[src/sv/assert_macros.svh]
// Assertion helpers for the RTL; clock clk, synchronous reset rst_n.
`ifndef ASSERT_MACROS_SVH
`define ASSERT_MACROS_SVH

// Same-cycle implication.
`define FQS_ASSERT_NOW(label, ante, cons, msg) \
  label: assert property (@(posedge clk) disable iff (!rst_n) (ante) |-> (cons)) \
    else $error(msg);

// Next-cycle implication.
`define FQS_ASSERT_NEXT(label, ante, cons, msg) \
  label: assert property (@(posedge clk) disable iff (!rst_n) (ante) |=> (cons)) \
    else $error(msg);

`endif

[src/sv/fqs_pkg.sv]
package fqs_pkg;

  localparam int unsigned DATA_W      = 32;
  localparam int unsigned CNT_FIELD_W = 5;
  localparam int unsigned DEPTH_DEF   = 16;

  typedef logic signed [DATA_W-1:0] data_t;

  // Action codes
  localparam logic [1:0] ACT_ENQ  = 2'd0;
  localparam logic [1:0] ACT_DEQ  = 2'd1;
  localparam logic [1:0] ACT_SRCH = 2'd2;
  localparam logic [1:0] ACT_CLR  = 2'd3;

  localparam data_t DEQ_EMPTY_VAL = -32'sd1;

  typedef struct packed {
    logic [1:0] action;
    data_t      value;
  } in_item_t;

  typedef struct packed {
    data_t                  result_value;
    logic                   found;
    logic                   empty_error;
    logic                   dropped;
    logic [CNT_FIELD_W-1:0] entry_count;
    data_t                  front_value;
    data_t                  rear_value;
  } out_item_t;

  typedef struct packed {
    logic push;
    logic pop;
    logic clear;
  } store_ctrl_t;

  typedef struct packed {
    logic  hit;
    logic  is_empty;
    logic  is_full;
    data_t head;
    data_t second;
  } store_stat_t;

endpackage

[src/sv/fqs_store.sv]
// Shifting entry store: entry 0 is the oldest, valid bits form a thermometer.
module fqs_store import fqs_pkg::*; #(
  parameter int unsigned DEPTH = DEPTH_DEF
) (
  input  logic        clk,
  input  logic        rst_n,
  input  store_ctrl_t ctrl,
  input  data_t       wr_data,
  input  data_t       key,
  output store_stat_t stat
);

  logic [DEPTH-1:0] valid_r, valid_nxt;
  logic [DEPTH-1:0] valid_lo;
  logic [DEPTH-1:0] wr_sel;
  logic [DEPTH-1:0] match;
  data_t            entry_r   [DEPTH];
  data_t            shift_src [DEPTH];

  // first free slot sits just above the last valid one
  assign valid_lo = {valid_r[DEPTH-2:0], 1'b1};
  assign wr_sel   = valid_lo & ~valid_r;

  always_comb begin
    valid_nxt = valid_r;
    if (ctrl.clear) begin
      valid_nxt = '0;
    end else if (ctrl.push) begin
      valid_nxt = valid_lo;
    end else if (ctrl.pop) begin
      valid_nxt = {1'b0, valid_r[DEPTH-1:1]};
    end
  end

  always_ff @(posedge clk) begin
    if (!rst_n) begin
      valid_r <= '0;
    end else begin
      valid_r <= valid_nxt;
    end
  end

  for (genvar g = 0; g < DEPTH; g++) begin : g_cell
    if (g < DEPTH - 1) begin : g_mid
      assign shift_src[g] = entry_r[g+1];
    end else begin : g_top
      assign shift_src[g] = entry_r[g];
    end

    always_ff @(posedge clk) begin
      if (ctrl.push && wr_sel[g]) begin
        entry_r[g] <= wr_data;
      end else if (ctrl.pop) begin
        entry_r[g] <= shift_src[g];
      end
    end

    assign match[g] = valid_r[g] && (entry_r[g] == key);
  end

  assign stat.hit      = |match;
  assign stat.is_empty = !valid_r[0];
  assign stat.is_full  = valid_r[DEPTH-1];
  assign stat.head     = entry_r[0];
  assign stat.second   = entry_r[1];

endmodule

[src/sv/fifo_queue_with_search.sv]
// Channel  | Ports                           | Item
// ---------+---------------------------------+-------------------------------
// input    | in_valid, in_ready, in_data     | in_item_t: action, value
// result   | out_valid, out_ready, out_data  | out_item_t: one per input item
//
// One item a cycle while the result side is not stalling; each result is registered
// and shows in the cycle after its item is taken, from the single result register behind the store update.
// rst_n (synchronous) empties the queue and drops any waiting result.
// A stalled result holds in the output register; a new item is taken in the
// same cycle the waiting result leaves, so back-pressure costs no bubble.
module fifo_queue_with_search import fqs_pkg::*; #(
  parameter int unsigned DEPTH = DEPTH_DEF
) (
  input  logic      clk,
  input  logic      rst_n,
  input  logic      in_valid,
  output logic      in_ready,
  input  in_item_t  in_data,
  output logic      out_valid,
  input  logic      out_ready,
  output out_item_t out_data
);

  localparam int unsigned    CntW     = $clog2(DEPTH + 1);
  localparam logic [CntW-1:0] DepthCnt = CntW'(DEPTH);
  localparam logic [CntW-1:0] CntOne   = CntW'(1);

  logic                         in_acc;
  store_ctrl_t                  ctrl;
  store_stat_t                  stat;
  logic [CntW-1:0]              count_r, count_nxt;
  data_t                        rear_r, rear_nxt;
  data_t                        front_sel;
  logic                         out_valid_r, out_valid_nxt;
  out_item_t                    out_r, out_nxt;
  logic [CntW+CNT_FIELD_W-1:0]  cnt_ext;
  logic                         deq_on_empty;

  // Take a new item whenever the result register is free or being emptied
  assign in_ready = !out_valid_r || out_ready;
  assign in_acc   = in_valid && in_ready;

  fqs_store #(.DEPTH(DEPTH)) u_store (
    .clk     (clk),
    .rst_n   (rst_n),
    .ctrl    (ctrl),
    .wr_data (in_data.value),
    .key     (in_data.value),
    .stat    (stat)
  );

  always_comb begin
    ctrl      = '0;
    count_nxt = count_r;
    rear_nxt  = rear_r;
    front_sel = stat.head;
    out_nxt   = '0;
    if (in_acc) begin
      case (in_data.action)
        ACT_ENQ: begin
          // drop the item when every slot is taken
          if (stat.is_full) begin
            out_nxt.dropped = 1'b1;
          end else begin
            ctrl.push = 1'b1;
            count_nxt = count_r + CntOne;
            rear_nxt  = in_data.value;
            if (stat.is_empty) begin
              front_sel = in_data.value;
            end
          end
        end
        ACT_DEQ: begin
          if (stat.is_empty) begin
            out_nxt.result_value = DEQ_EMPTY_VAL;
            out_nxt.empty_error  = 1'b1;
          end else begin
            ctrl.pop             = 1'b1;
            count_nxt            = count_r - CntOne;
            out_nxt.result_value = stat.head;
            front_sel            = stat.second;
          end
        end
        ACT_SRCH: begin
          out_nxt.found = stat.hit;
        end
        ACT_CLR: begin
          // stored values stay put but are no longer counted
          ctrl.clear = 1'b1;
          count_nxt  = '0;
        end
        default: begin
          ctrl.clear = 1'b1;
          count_nxt  = '0;
        end
      endcase
    end
    cnt_ext             = {{CNT_FIELD_W{1'b0}}, count_nxt};
    out_nxt.entry_count = cnt_ext[CNT_FIELD_W-1:0];
    // front and rear read as zero once the queue is empty
    out_nxt.front_value = (count_nxt == '0) ? '0 : front_sel;
    out_nxt.rear_value  = (count_nxt == '0) ? '0 : rear_nxt;
  end

  always_comb begin
    out_valid_nxt = out_valid_r;
    if (in_acc) begin
      out_valid_nxt = 1'b1;
    end else if (out_ready) begin
      out_valid_nxt = 1'b0;
    end
  end

  always_ff @(posedge clk) begin
    if (!rst_n) begin
      count_r     <= '0;
      out_valid_r <= 1'b0;
    end else begin
      count_r     <= count_nxt;
      out_valid_r <= out_valid_nxt;
    end
  end

  // Payload: hold unless a new item lands
  always_ff @(posedge clk) begin
    rear_r <= rear_nxt;
    if (in_acc) begin
      out_r <= out_nxt;
    end
  end

  assign out_valid = out_valid_r;
  assign out_data  = out_r;

  assign deq_on_empty = in_acc && (in_data.action == ACT_DEQ) && stat.is_empty;

`include "assert_macros.svh"

  `FQS_ASSERT_NOW(a_count_range, 1'b1, count_r <= DepthCnt, "entry count above depth")
  `FQS_ASSERT_NOW(a_empty_match, 1'b1, (count_r == '0) == stat.is_empty, "empty mismatch")
  `FQS_ASSERT_NOW(a_full_match, 1'b1, (count_r == DepthCnt) == stat.is_full, "full mismatch")
  `FQS_ASSERT_NEXT(a_deq_empty, deq_on_empty, out_valid_r && out_r.empty_error, "empty deq")

endmodule

[config.mk]
export PLATFORM = sky130hd
export DESIGN_NAME = fifo_queue_with_search
export DESIGN_NICKNAME = d
export VERILOG_FILES = /design/src/sv/fqs_pkg.sv /design/src/sv/fqs_store.sv /design/src/sv/fifo_queue_with_search.sv
export VERILOG_INCLUDE_DIRS = /design/src /design/src/sv
export SDC_FILE = /design/constraint.sdc
export NUM_CORES = 1
export LEC_CHECK = 0
export BUFFER_PORTS_ARGS = -buffer_cell sky130_fd_sc_hd__buf_4
export CAP_MARGIN = 25
export CORE_UTILIZATION = 40
export DETAILED_ROUTE_END_ITERATION = 10
export SYNTH_ARGS = -nofsm -noshare
export SYNTH_HDL_FRONTEND = slang
export SYNTH_SLANG_ARGS = --single-unit
[constraint.sdc]
create_clock -name clk -period 17.85 [get_ports clk]
set_input_delay 4.4625 -clock clk [delete_from_list [all_inputs] [get_ports clk]]
set_output_delay 4.4625 -clock clk [all_outputs]
set_load 0.05 [all_outputs]
Word level (Yosys, flattened, before mapping)
Memories as Yosys holds them, arrays and structs flattened.
Cells that the tools add are included.
- $add $sub $neg: 2
- multiply operators: 0
- divide/modulo/power cells: 0
- order comparisons: 0
- eq/ne operators: 19
- shifts and indexed selects: 0
- mux-type cells: 105
- bitwise gates (word level): 19
- reductions and logical operators: 41
- operators by type and width (cell ; count):
    32-bit 2-to-1 mux ; 23
    32-bit == test ; 16
    1-bit 2-to-1 mux ; 74
    32-bit case mux with 2 select lines ; 1
    1-bit logical AND ; 33
    16-bit 2-to-1 mux ; 2
    16-bit AND ; 1
    16-bit NOT ; 1
    1-bit bitwise OR ; 16
    16-bit OR reduction ; 1
    5-bit 2-to-1 mux ; 3
    5-bit case mux with 3 select lines ; 1
    5-bit by 1-bit adder with 5-bit output, second input constant ; 1
    5-bit zero test ; 1
    5-bit by 1-bit subtractor with 5-bit output, second input constant ; 1
    2-bit == test, second input constant ; 2
    2-bit nonzero test ; 2
    3-bit 2-to-1 mux ; 1
    2-bit by 1-bit == test with 1-bit output, second input constant ; 1
    2-bit zero test ; 1
    2-bit OR reduction ; 1
    1-bit zero test ; 1
    1-bit logical OR ; 1
    1-bit NOT ; 1
- register bits after elaboration: 158
- bits in latches: 0
- bits in writable memories: 512
- memory bits (read-only): 0
- bits of input ports: 38
- output and inout port bits: 106
- memories: 1
- memory list (name ; depth ; bits a word ; rd ports ; clocked after memory_dff ; wr ports ; line ; RTL):
    u_store.entry_r ; 16 ; 32 ; 16 ; 0 ; 16 ; fqs_store.sv:17 ; data_t entry_r [DEPTH];

Longest topological paths before layout
Gate-level depths: netlist of run 1.
- depth after elaboration: 8
- gate-level depth with buffers: 10
- mapped depth without buffers: 8

By module
A second synthesis of run 1 with hierarchy kept.
- cells, all modules: 2563
- area total of the unflattened synthesis: 35108.7 um^2
- modules (own cells, without submodules) (module ; times used ; cells each ; area an instance (um^2) ; seq. area each (um^2)):
    fqs_store ; 1 ; 2044 ; 28950.3 ; 15695.1
    fifo_queue_with_search ; 1 ; 519 ; 6158.4 ; 3883.7

Worst setup path after synthesis of run 1
OpenSTA, ideal clock, no wires.
- kind: input-to-reg
- from: input out_ready
- to: memory u_store.entry_r[0][32] (netlist bit), enable pin
- arrival: 8.904 ns
- setup slack: 8.481 ns
- stages: 8
- buffers on the path: 2
- path through: nor2b_2 inv_2 nand2_2 inv_1 nand2_1 clkbuf_1 buf_1 o21ai_0
- RTL lines (item ; line ; RTL):
    start, declared ; fifo_queue_with_search.sv:20 ; input logic out_ready,
    end, declared ; fqs_store.sv:17 ;

Worst setup path in the final report of run 1
- from: input out_ready
- to: output in_ready
- cells in the longest elaborated chain, start to end: 1
- RTL lines (item ; line ; RTL):
    1-bit logical OR ; fifo_queue_with_search.sv:40 ; assign in_ready = !out_valid_r || out_ready;
    end, declared ; fifo_queue_with_search.sv:17 ; output logic in_ready,
No other way between the ends.

==> results of run 1 <==
[logic make-up (layout without fill, tap and decap cells)]
logic type	count (synthesis)	count (layout)	share of synthesized area (%)
compound gates	693	693	15.4
flops	670	670	60.4
xor+xnor	511	511	13.8
simple gates	315	315	5.49
buf+inv	266	380	3.60
mux	35	35	1.21
fa+ha+maj	2	2	0.0772
other cells	0	2	0
[through the flow]
stage               total power, mW  util (%)
finish                         3.75      46.2
global route                   3.85      46.2
CTS                            3.76      46.0
detailed placement             2.22      42.9
global placement               2.21      42.7
floorplan                      2.08         -
[path summary, 6_finish.rpt]
| check | depth (start not counted) | start | to |
|---|---|---|---|
| worst max register to register | 9 | out_valid$_SDFFE_PN0P_ | u_store.entry_r[0][202]$_DFFE_PP_ |
| worst max-delay path | 4 | out_ready | in_ready |
| worst min register to register | 1 | rear_r[5]$_DFF_P_ | rear_r[5]$_DFF_P_ |
| worst min-delay path | 1 | rear_r[5]$_DFF_P_ | rear_r[5]$_DFF_P_ |
[power groups by stage]
stage | clock (mW) | sequential [mW] | combinational (mW)
after floorplan | 0 | 1.88 | 0.200
after global routing | 1.64 | 1.79 | 0.426
after detailed placement | 0 | 1.82 | 0.400
final | 1.56 | 1.79 | 0.408
after global placement | 0 | 1.82 | 0.393
after CTS | 1.57 | 1.79 | 0.403
[sequential cells by signal, indices dropped and copies added, names as in the netlist]
register	flops
count_r	5
out_data	104
out_valid	1
rear_r	32
u_store.entry_r	512
u_store.valid_r	16
[area by class of cell]
cell class	instances	area [um^2]	share of cell area (%)
inverter	38	145	0.392
tap	1060	1330	3.58
sequential	670	19600	52.8
timing repair buffer	208	1770	4.78
multi-input combinational	1556	11800	31.8
clock buffer	96	2020	5.44
antenna	2	5.00	0.0135
clock inverter	38	428	1.15
[per-layer routing]
metal,share of wire [%],vias up,GRT usage [%]
li1,-,9212,-
met1,40,11027,33.4
met2,47,1106,41.5
met3,8.8,247,5.80
met4,4.1,0,10.0
met5,0,-,0
[synthesized netlist by cell type (2+ instances only)]
library cell	number	area share, %
nor3_2	2	0.062
mux2_2	33	1.1
xor2_1	493	13
o21ai_0	19	0.29
and2_1	8	0.15
nor4_1	119	2.3
a21oi_1	99	1.5
nand3_1	32	0.49
nand2b_1	2	0.039
dfxtp_1	54	3.3
nand2_1	48	0.56
mux2i_1	2	0.062
a21o_1	482	11
ha_1	2	0.077
nand4b_1	2	0.054
a21oi_2	2	0.054
nand4_1	16	0.31
buf_1	12	0.14
buf_2	96	1.5
o21ai_1	2	0.031
nand3b_1	2	0.046
a31oi_1	13	0.25
and2_0	32	0.62
inv_1	37	0.43
xnor2_1	18	0.49
a21boi_1	3	0.070
a21boi_0	22	0.51
nor3_1	32	0.49
nor3b_1	3	0.070
a22o_1	33	0.89
edfxtp_1	616	57
buf_6	6	0.21
clkbuf_1	113	1.3
a21boi_2	8	0.28
nor2_1	11	0.13
==> flow_summary.json, run 1 <==
{
  "initial_core_util_pct": 40.4,
  "clk_pin_slew_ns": 0.06,
  "setup_violations": 0,
  "place.gp.congestion": 0.889,
  "drcViolationCount": 0,
  "numPortBuffers": 143,
  "power_switching_mw": 0.937,
  "fp.dieW_um": 287,
  "die_h_um": 287,
  "grt_overflow_total": 0,
  "yosys_warnings": 0,
  "cp_max_fo": 5,
  "syn_area_per_cell_um2": 13.0,
  "pwr-share-seq_pct": 47.6,
  "syn_area_mm2": 0.0324,
  "intPower_mw": 2.81,
  "dpl.hpwl_um": 68700,
  "hold_viol_final": 0,
  "critPathMaxStageDelay_ns": 0.24,
  "fin_setup_tns_ns": 0,
  "relSlewSlack_pct": 36.5,
  "drtPass1Iterations": 7,
  "grt_pass1_wl_um": 152000,
  "synth-seq-area-share_pct": 60.4,
  "critPathTopFamily": "buffers and inverters",
  "skew_ns": 0.0330,
  "leakage_nw": 15.1,
  "power_frac_comb_pct": 10.9,
  "criticalPathCategory": "in -> out",
  "start_kind": "input port",
  "grt_usage_pct": 25.7,
  "syn_inst": 2492,
  "rrSetupSlack_ns": 14.50,
  "synth_cell_types": 53,
  "run_status": "finished, final reports clean",
  "timing.final.crit_share_pct": 53.7,
  "cts_tree": "yes",
  "postCtsHoldBufs": 0,
  "layout_common_cells": "edfxtp_1 (616), xor2_1 (493), a21o_1 (482)",
  "post_cts_resized": 0,
  "cap_violations": 0,
  "drt_iter0_drc": 2355,
  "antenna_left": 0,
  "synthFlopType": "edfxtp_1",
  "routed_wl_um": 106000,
  "num-nets-final": 2587,
  "tightest_slew_ns": 0.953,
  "place_area_mm2": 0.0345,
  "worstSkewPairLatency_ns": 0.64,
  "dp.cells": 3525,
  "p_per_area_mw_per_mm2": 101,
  "cp_slowest_cell": "nor2b_2",
  "cts_sinks": 670,
  "cts_buffer_depth": 3,
  "end_kind": "primary output",
  "drt-wirelength-per-cell_um": 29.0,
  "mostFrequentLayoutCell": "edfxtp_1",
  "post-cts-setup-buffers": 0,
  "rsz0062_at_grt": "false",
  "grt_max_degree": 188,
  "p_sw_share_pct": 25.0,
  "grt_pass1_vias": 21358,
  "crit_chain": "buf_4 -> nor2b_2 -> inv_2 -> buf_4",
  "critPathMostFrequentCell": "buf_4",
  "critPathArrivalTime_ns": 5.12,
  "die_area_mm2": 0.0821,
  "worst_ep_required_time_ns": 13.39,
  "fillCellCount": 7181,
  "via_per_inst": 5.89,
  "fmax_mhz": 104,
  "ir_drop_uv": 81.7,
  "io_pins": 144,
  "async_flop_share_pct": 0,
  "cp_num_buf_inv": 3,
  "layout-drive-gt1-share_pct": 14.7,
  "synth_edf_count": 616,
  "drv_slew": 0,
  "antenna_found_initial": 6,
  "htreeDepth": 3,
  "holdWs_ns": 0.472,
  "synthToLayoutAreaGrowth_pct": 14.4,
  "syn_nets": 2532,
  "root_buffer": "clkbuf_16",
  "design_area_mm2": 0.0371,
  "stdcell_count": 3668,
  "cts_buffers": 73,
  "worstHoldPathType": "reg -> reg",
  "timing.final.ws_setup_ns": 8.27,
  "synth-seq-cells": 670,
  "post-place-ws_ns": 8.29,
  "post-route-min-period_ns": 9.58,
  "fp-row-count": 104,
  "clkPwrFrac_pct": 41.5,
  "coreArea_mm2": 0.0803,
  "num_vias": 21592
}
No activity file was read; power rests on OpenSTA's default activity.
==> inputs of run 2 (changes only) <==
Settings changed: ABC_AREA set to 1.
Clock period 17.85 ns to 9.01 ns, I/O delays scaled along.
==> flow_summary.json, run 2 <==
{
  "io_pins": 144,
  "grt_usage_pct": 26.4,
  "worst_ep_required_time_ns": 9.34,
  "cts_buffers": 75,
  "die_area_mm2": 0.0850,
  "run_status": "finished, final reports clean",
  "r2r_end": "u_store.entry_r[1][146]$_DFFE_PP_",
  "drt-wirelength-per-cell_um": 23.2,
  "syn_inst": 3725,
  "place_area_mm2": 0.0354,
  "criticalPathCategory": "in -> reg",
  "worstHoldPathType": "reg -> reg",
  "grt_overflow_total": 0,
  "post-cts-setup-buffers": 0,
  "die_h_um": 292,
  "timing.final.crit_share_pct": 60.2,
  "synth.area.top_cells": "edfxtp_1 (55%), nand2_1 (14%), o21ai_0 (5.2%)",
  "netlist.area_leader.share_pct": 55.1,
  "drcViolationCount": 0,
  "antenna_left": 0,
  "fp.dieW_um": 292,
  "cap_violations": 0,
  "ir_drop_uv": 173,
  "synth-seq-cells": 670,
  "startpoint": "in_data[33]",
  "reg2reg_from": "u_store.valid_r[0]$_SDFFE_PP0P_",
  "post-route-min-period_ns": 5.42,
  "tightest_slew_ns": 1.02,
  "synthTopCellsByCount": "nand2_1 (1227), edfxtp_1 (616), inv_1 (404), o21ai_0 (347), nor2_1 (286)",
  "setup_violations": 0,
  "layout-drive-gt1-share_pct": 9.79,
  "largest_reg_flops": 512,
  "syn_nets": 3765,
  "num_vias": 26536,
  "synth.most_common_cell": "nand2_1",
  "fp-row-count": 105,
  "cts_buffer_depth": 3,
  "fmax_mhz": 184,
  "rrSetupSlack_ns": 4.96,
  "start_kind": "input port",
  "async_flop_share_pct": 0,
  "regMostFlops": "u_store.entry_r",
  "cts_sinks": 670,
  "worstSkewPairLatency_ns": 0.64,
  "gr-usage-met3_pct": 3.46,
  "cp_max_fo": 109,
  "num-nets-final": 3813,
  "yosysTopAreaCell": "edfxtp_1",
  "htreeDepth": 3,
  "synthToLayoutAreaGrowth_pct": 12.9,
  "via_per_inst": 5.42,
  "critPathArrivalTime_ns": 5.75,
  "hold_start": "rear_r[15]$_DFF_P_",
  "cts_tree": "yes",
  "mostFrequentLayoutCell": "nand2_1",
  "dpl.hpwl_um": 81800,
  "yosys_warnings": 0,
  "antenna_found_initial": 1,
  "numPortBuffers": 143,
  "drv_slew": 0,
  "holdWs_ns": 0.533,
  "rsz0062_at_grt": "false",
  "use_met1_pct": 32.5,
  "clk_pin_slew_ns": 0.06,
  "post_cts_resized": 0,
  "postCtsHoldBufs": 0,
  "layout_common_cells": "nand2_1 (1227), edfxtp_1 (616), inv_1 (404)",
  "place.gp.congestion": 0.989,
  "synth_cell_types": 41,
  "routed_wl_um": 114000,
  "finalPower_mw": 7.50,
  "drt_iter0_drc": 2841,
  "synth-seq-area-share_pct": 58.4,
  "leakage_nw": 15.0,
  "synth_edf_count": 616,
  "grt_pass1_wl_um": 164000,
  "rr_worst_depth": 8,
  "fin_setup_tns_ns": 0,
  "p_per_area_mw_per_mm2": 198,
  "root_buffer": "clkbuf_16",
  "grt_max_degree": 191,
  "syn_area_per_cell_um2": 9.00,
  "post-route-util_pct": 45.9,
  "skew_ns": 0.0234,
  "end_kind": "register",
  "hold_viol_final": 0,
  "design_area_mm2": 0.0379,
  "initial_core_util_pct": 40.7,
  "relSlewSlack_pct": 31.7,
  "grt-busiest-layer": "met2",
  "drtPass1Iterations": 6,
  "fillCellCount": 7852,
  "cp-endpoint": "u_store.entry_r[1][146]$_DFFE_PP_",
  "syn_area_mm2": 0.0335,
  "grt_pass1_vias": 25268,
  "synthFlopType": "edfxtp_1",
  "coreArea_mm2": 0.0825,
  "antennaDiodeCount": 0,
  "grtUsageMet2_pct": 44.7
}
==> run 2: final cells by class <==
class | count | area [um^2] | area share [%]
clock buffer | 98 | 1990 | 5.26
clock inverter | 36 | 412 | 1.09
inverter | 418 | 1580 | 4.17
multi-input combinational | 2432 | 11600 | 30.5
sequential | 670 | 19600 | 51.7
tap | 1070 | 1340 | 3.53
timing repair buffer | 176 | 1410 | 3.71
==> run 2: cell families after synthesis <==
group | count (synthesis) | share of synthesized area, %
xor gates and xnor gates | 192 | 5.01
adders and majority gates | 2 | 0.0746
and+or+nand+nor | 1693 | 20.3
buffers and inverters | 623 | 7.53
DFF | 670 | 58.4
AOI/OAI and AO/OA | 545 | 8.76
==> run 2: how the worst min path moves through the flow <==
| stage | endpoint | slack, ns | cells past startpoint |
|---|---|---|---|
| finish | rear_r[15]$_DFF_P_ | 0.53 | 3 |
| global route | out_valid$_SDFFE_PN0P_ | 0.55 | 2 |
| CTS | rear_r[23]$_DFF_P_ | 0.54 | 3 |
| detailed placement | rear_r[23]$_DFF_P_ | 0.52 | 3 |
| global placement | rear_r[17]$_DFF_P_ | 0.51 | 3 |
| floorplan | u_store.valid_r[12]$_SDFFE_PP0P_ | 0.47 | 2 |
==> run 2: where the power goes <==
group | switching [mW] | total, mW | leakage [nW] | internal (mW)
Sequential | 0.0335 | 3.55 | 6.10 | 3.52
Clock | 1.28 | 3.07 | 1.17 | 1.79
Combinational | 0.642 | 0.880 | 7.72 | 0.238
Total | 1.95 | 7.50 | 15.0 | 5.55
==> run 2: through the flow <==
step                worst slack [ns]  cells
detailed placement              3.03   4762
global placement                3.08   4761
CTS                             3.65   4896
finish                          3.59   4900
global route                    3.36   4900
floorplan                       2.82   3725
==> run 2: worst max-delay path: stages <==
cell and delay, ns:
buf_4 0.13, nor2_4 0.21, nand2_4 0.27, nor2_4 0.15, buf_4 0.70, inv_8 0.46, buf_4 0.55, nand2_1 0.68
o21ai_0 0.19
==> run 2: per-layer routing <==
metal	vias to the layer above	share of wire, %	wire length (um)
li1	12256	-	-
met1	12697	39	43900
met2	1285	48	54700
met5	-	0	0
met4	0	6.2	7010
met3	298	6.9	7860
